<file path="src/sv/assert_macros.svh">
// Assertion macros shared by the scheduler RTL.
`ifndef ASSERT_MACROS_SVH
`define ASSERT_MACROS_SVH

// Checked on every rising clock edge outside reset.
`define PSS_ASSERT(name, expr, msg) \
  name: assert property (@(posedge clk) disable iff (!rst_n) (expr)) else $error(msg);

// Checked on every rising clock edge, reset included.
`define PSS_ASSERT_ALWAYS(name, expr, msg) \
  name: assert property (@(posedge clk) (expr)) else $error(msg);

`endif

</file>
<file path="src/sv/pss_pkg.sv">
// Package with codes, widths and shared types of the periodic service scheduler.
`default_nettype none
package pss_pkg;

  localparam int ID_W  = 16;
  localparam int PER_W = 16;
  localparam int DUE_W = 48;
  localparam int OP_W  = 2;
  localparam int ST_W  = 2;

  localparam logic [OP_W-1:0] OP_CLEAR = 2'd0;
  localparam logic [OP_W-1:0] OP_ADD   = 2'd1;
  localparam logic [OP_W-1:0] OP_SERVE = 2'd2;

  localparam logic [ST_W-1:0] STATUS_OK    = 2'd0;
  localparam logic [ST_W-1:0] STATUS_EMPTY = 2'd1;
  localparam logic [ST_W-1:0] STATUS_FULL  = 2'd2;

  localparam logic [DUE_W-1:0] DUE_MAX = {DUE_W{1'b1}};

  typedef struct packed {
    logic             wen;
    logic             full_wr;
    logic [ID_W-1:0]  ident;
    logic [PER_W-1:0] period;
    logic [DUE_W-1:0] due;
  } pss_wr_t;

  typedef struct packed {
    logic             vld;
    logic [DUE_W-1:0] due;
    logic [ID_W-1:0]  ident;
    logic [PER_W-1:0] period;
  } pss_cand_t;

endpackage
`default_nettype wire

</file>
<file path="src/sv/pss_cell.sv">
// One table entry of the scheduler with its stage of the minimum search chain.
`default_nettype none
module pss_cell #(
  parameter int MAX_ENTRIES = 64,
  parameter int IDX         = 0,
  localparam int IW         = $clog2(MAX_ENTRIES),
  localparam int CW         = $clog2(MAX_ENTRIES + 1)
) (
  input  wire logic                clk,
  input  wire logic                rst_n,
  input  wire pss_pkg::pss_wr_t    wr,
  input  wire logic [IW-1:0]       wr_idx,
  input  wire logic [CW-1:0]       count,
  input  wire pss_pkg::pss_cand_t  cand_in,
  input  wire logic [IW-1:0]       cand_idx_in,
  output pss_pkg::pss_cand_t       cand_out,
  output logic [IW-1:0]            cand_idx_out
);

  logic [pss_pkg::ID_W-1:0]  ident_r;
  logic [pss_pkg::PER_W-1:0] period_r;
  logic [pss_pkg::DUE_W-1:0] due_r;
  pss_pkg::pss_cand_t        cand_r, cand_nxt;
  logic [IW-1:0]             cand_idx_r, cand_idx_nxt;
  logic                      occupied;
  logic                      earlier;
  logic                      selected;

  assign occupied = CW'(IDX) < count;
  assign selected = wr.wen && (wr_idx == IW'(IDX));
  assign earlier  = (due_r < cand_in.due) ||
                    ((due_r == cand_in.due) && (ident_r < cand_in.ident));

  always_comb begin
    cand_nxt     = cand_in;
    cand_idx_nxt = cand_idx_in;
    if (occupied && (!cand_in.vld || earlier)) begin
      cand_nxt.vld    = 1'b1;
      cand_nxt.due    = due_r;
      cand_nxt.ident  = ident_r;
      cand_nxt.period = period_r;
      cand_idx_nxt    = IW'(IDX);
    end
  end

  always_ff @(posedge clk) begin
    if (selected) begin
      due_r <= wr.due;
      if (wr.full_wr) begin
        ident_r  <= wr.ident;
        period_r <= wr.period;
      end
    end
    if (!rst_n) begin
      cand_r.vld <= 1'b0;
    end else begin
      cand_r.vld <= cand_nxt.vld;
    end
    cand_r.due    <= cand_nxt.due;
    cand_r.ident  <= cand_nxt.ident;
    cand_r.period <= cand_nxt.period;
    cand_idx_r    <= cand_idx_nxt;
  end

  assign cand_out     = cand_r;
  assign cand_idx_out = cand_idx_r;

endmodule
`default_nettype wire

</file>
<file path="config.mk">
export PLATFORM = sky130hd
export DESIGN_NAME = pss_cell
export DESIGN_NICKNAME = d
export VERILOG_FILES = /design/src/sv/assert_macros.svh /design/src/sv/pss_pkg.sv /design/src/sv/pss_cell.sv
export SDC_FILE = /design/constraint.sdc
export NUM_CORES = 1
export LEC_CHECK = 0
export ABC_AREA = 1
export BUFFER_PORTS_ARGS = -buffer_cell sky130_fd_sc_hd__buf_4
export CELL_PAD_IN_SITES_DETAIL_PLACEMENT = 0
export CELL_PAD_IN_SITES_GLOBAL_PLACEMENT = 1
export CORE_MARGIN = 1.5
export CORE_UTILIZATION = 24
export CTS_CLUSTER_SIZE = 16
export DETAILED_ROUTE_END_ITERATION = 8
export GPL_TIMING_DRIVEN = 0
export PLACE_DENSITY = 0.64
export SLEW_MARGIN = 5
export SYNTH_ARGS = -nofsm -noshare
export SYNTH_HDL_FRONTEND = slang
export SYNTH_SLANG_ARGS = --single-unit
</file>
<file path="constraint.sdc">
create_clock -name clk -period 5.45 [get_ports clk]
set_clock_uncertainty 0.15 [all_clocks]
set_input_delay 1.3625 -clock clk [delete_from_list [all_inputs] [get_ports clk]]
set_output_delay 1.3625 -clock clk [all_outputs]
set_load 0.01 [all_outputs]
</file>
Yosys cells after proc, flatten, opt, wreduce, memory -nomap -nowiden
Index checks and enable logic that the tools add are counted.
{ "totals": {"out_inout_bits": 87, "wordCells": 21, "reg_bits": 167, "in_bits": 184} }
{ "classes": {"n_eq_ne": 1, "n_mux": 1, "magnitude_cmp": 3, "n_reduce_logical": 8} }
{ "op_table": {"columns": ["operator", "count"], "rows": [
  ["2-to-1 mux 81 bit", 1],
  ["equality test 48 bit", 1],
  ["less-than comparator 48 bit", 1],
  ["less-than comparator 16 bit", 1],
  ["less-than comparator 1 x 7 -> 1 bit (first input constant)", 1],
  ["zero test 6 bit", 1],
  ["logical AND 1 bit", 3],
  ["logical OR 1 bit", 2],
  ["AND reduction 2 bit", 1],
  ["zero test 1 bit", 1]
]} }

Logic depth before layout (Yosys ltp)
{ "depth": {"word_depth": 6, "mapped_depth": 18, "mapped_depth_nobuf": 17} }

Worst setup path after synthesis
OpenSTA, ideal clock, no wires.
{ "synth_path": {"path_type": "in2reg", "start": "input port wr_idx[1]", "end": "register ident_r[0] (netlist bit), enable pin", "setup_time_ns": 0.392, "slack_ns": 1.111, "stages": 3, "path_buffers": 0, "arrival_ns": 3.797, "cell_sequence": "nor4_1 and3_1 and2_1"} }
{ "synth_via": {"elab_chain_len": 3} }
{ "synth_rtl": {"columns": ["element", "line", "source"], "rows": [
  ["start, declared", "pss_cell.sv:12", "input wire logic [IW-1:0] wr_idx,"],
  ["zero test 6 bit", "pss_cell.sv:30", "assign selected = wr.wen && (wr_idx == IW'(IDX));"],
  ["logical AND 1 bit", "pss_cell.sv:30", null],
  ["via selected", "pss_cell.sv:27", "logic selected;"],
  ["AND reduction 2 bit (no source line)", null, null],
  ["end signal, assigned", "pss_cell.sv:50", "ident_r <= wr.ident;"],
  ["end, declared", "pss_cell.sv:20", "logic [pss_pkg::ID_W-1:0] ident_r;"]
]} }
The timed path passes the listed nets, and every way through them passes these cells.
A chain may end at the register's enable or synchronous reset.

==> key figures <==
Run status
  – Status: finished, final reports clean

Setup path
  – Critical Path Max Stage Delay: about 0.29 ns
  – Register-to-Register Path Depth: 13
  – CP startpoint: cand_in[79]
  – Critical path capture point type: flop
  – Crit path max fanout: 10
  – Critical path cell sequence: buf_4 > inv_1 > ha_1 > nand2_1 > nor2_1 > nand2_1 > nor2_1 > and2_1 > nand2_1 > nand3_1 > nand3_4 > nand2_4 > buf_6 > nand2_1 > nand2_1
  – R2R Setup Slk: 2.68 ns
  – Slowest library cell on the worst path: nand2_4
  – Kind of critical path: input port to flop
  – Buf/Inv on CP: 3
  – Cell depth of the worst setup path: 15
  – Reg2Reg Capture Point: cand_out[58]
  – CP delay by family, top: simple AND/OR/NAND/NOR gates
  – CP Launch Type: input port
  – CP arrival: approximately 3.6 ns
  – Crit path to: cand_out[58]
  – Req. time, crit path: around 5.7 ns
  – FF-to-FF Start: due_r[47]
  – Crit-path most repeated cell: nand2_1

Pwr
  – Logic pwr share: around 11%
  – Sw Pwr: around 0.7 mW
  – Cell leakage power: about 5 nW
  – Sw frac: between 20% and 30%
  – Worst IR Drop VDD: 0.158 mV
  – Pwr Density: 290 nW/um^2
  – Sequential share of power: 45.6%
  – Internal power: about 2.3 mW
  – Clock power share: between 40 and 50%

GRT
  – Initial antenna violation count: 2
  – GRT Max-Usage Layer: met2
  – Largest net degree at the start of global routing: 33
  – Met3 GRT Util: under 10%
  – Vias in the first global route: around 5700
  – GR Overflow Total: 0
  – First-pass GRT wire length: between 30 and 40 mm
  – GRT Util Overall: between 10% and 20%
  – Grt met1 use: roughly 17%
  – Met2 usage: between 20% and 30%

Detailed routing
  – Starting DRT DRC Count: 177
  – Routed Antenna Nets: 0
  – WL per Instance: around 14 um
  – First-pass DRT Iterations: 4
  – Vias: 5713
  – Remaining DRCs: 0
  – Routed wire length: a little over 20 mm
  – DR vias/cell: around 4

Synth
  – Seq/Total Area, Yosys: about 58%
  – Register bit count reported by yosys: between 150 and 200
  – Top area cells in the synthesized netlist: edfxtp_1, dfxtp_1, nand2_1, ha_1, nand3_1
  – Cell count after synthesis: ~740
  – Avg Synthesized Cell Area: roughly 9.6 um^2
  – Post-synth EDFFs: 80
  – Top FF cell, synth: dfxtp_1
  – Total of warnings raised by yosys: 0
  – Post-synthesis cell area: between 7000 and 8000 um^2
  – Yosys top cell by area: edfxtp_1
  – Syn nets: 988
  – Synth top area share: roughly 34%
  – Async set-reset flop share out of synthesis: 0%
  – Yosys cell types: 21

Flow run
  – Max Cap Viol: 0

Clocking
  – # hold bufs at CTS: 0
  – Clock slew at reported path FFs: about 0.070 ns
  – Maximum clock insertion buffer count: 2
  – CTS tree: done
  – H-tree depth: 4
  – Post-CTS setup buffers: 0
  – PostCTS Resize Cnt: 0
  – Clock Sinks: 167
  – Root Driver: clkbuf_16
  – Skew-Pair Late Insertion Delay: around 0.43 ns
  – CTS buffer count: 17

Cells and area
  – Fin nets: between 1000 and 1500
  – Area delta synth->final: 44.5%
  – Commonest cells after routing, fill and taps aside: buf_4, nand2_1, inv_1
  – Layout Cells excl Fill: roughly 1400
  – Commonest non-fill, non-tap cell in the layout: buf_4
  – Proportion of layout cells with a drive suffix above 1: ~31%

Timing
  – Hold Worst Slack: 0.324 ns
  – Slew margin rel.: a little over two fifths
  – Final WS setup: ~2 ns
  – Final Max Tran Viols: 0
  – Endpoints failing hold: 0
  – Minimum clock period: 3.43 ns
  – Max Fclk: about 0.29 GHz
  – Worst slew pin tran: 0.871 ns
  – Unrepaired setup endpoints after global routing: false
  – Final setup violation count: 0
  – Fin crit share: roughly 63%

Die
  – Die X: between 150 and 200 um
  – Io pins: around 270
  – Initial core utilization: between 20% and 30%
  – Die Ht: ~180 um
  – Core ar.: approximately 29000 um^2
  – # rows: 62
  – Die area: between 30000 and 40000 um^2

Min path
  – Hold_sp: period_r[5]
  – Hold WC Path Type: flop to flop
  – Worst Hold Path Cells: 2

Placed design
  – Dpl hpwl: 15.8 mm
  – Routability cong.: between 0.7 and 0.8
  – Dpl cells: 1396
  – PortBufs: 270
  – Setup WS pre-CTS: ~1.5 ns
-- registers in the layout (all words and copies together), names as in the netlist --
name,count
cand_out,81
due_r,48
ident_r,16
period_r,16
cand_idx_out,6
-- worst min-delay path: stages (launching register included) --
cell      delay (ns)
edfxtp_1        0.32
nand3_1         0.07
nand2_1         0.06
-- stage by stage --
step | utilization [%] | TNS, ns | area [um^2] | power, mW
2_1_floorplan | - | 0 | 7130 | 1.52
3_3_place_gp | 33.2 | -10.81 | 9640 | 1.72
3_5_place_dp | 33.3 | 0 | 9660 | 1.72
4_1_cts | 35.5 | 0 | 10300 | 3.06
5_1_grt | 35.5 | 0 | 10300 | 3.15
6_report | 35.5 | 0 | 10300 | 2.99
-- per-layer routing --
layer | share of wire [%] | up-vias
met2 | 49 | 150
met5 | 0.068 | -
li1 | - | 2993
met1 | 44 | 2550
met4 | 1.8 | 2
met3 | 5.1 | 18
-- cells by family after synthesis --
family	Yosys count	share of synthesized area, %
buffers and inverters	120	7.30
AOI/OAI and AO/OA	38	2.88
adders and majority gates	63	11.0
and+or+nand+nor	353	20.7
DFF	167	58.1
-- area by class of cell --
cell class	instances	area [um^2]
Clock buffer	22	529
Antenna cell	1	2.50
Fill cell	3029	18700
Buffer	24	160
Timing Repair Buffer	271	2050
Clock inverter	10	116
Inverter	96	360
Tap cell	384	480
Sequential cell	167	4140
Multi-Input combinational cell	454	2470
-- worst min path at each step --
stage / to
2_1_floorplan: cand_out[0]
3_3_place_gp: cand_out[3]
3_5_place_dp: cand_out[3]
4_1_cts: cand_out[3]
5_1_grt: cand_out[3]
6_report: cand_out[5]
-- cells in the mapped netlist (4+ instances only) --
cell type,number
o21ai_0,6
nand4_1,4
nand3_1,85
nand2_1,231
inv_1,96
clkbuf_1,8
buf_2,8
nor2_1,25
edfxtp_1,80
a21oi_1,26
dfxtp_1,87
ha_1,63
buf_6,8
o21a_1,4
-- power by group through the flow --
stage / Sequential (mW) / Combinational [mW] / Clock (mW)
2_1_floorplan: 1.41 / 0.110 / 0
3_3_place_gp: 1.39 / 0.330 / 0
3_5_place_dp: 1.39 / 0.331 / 0
4_1_cts: 1.36 / 0.332 / 1.36
5_1_grt: 1.37 / 0.365 / 1.41
6_report: 1.36 / 0.325 / 1.30
Note: power is estimated with default switching activity, not from simulation.
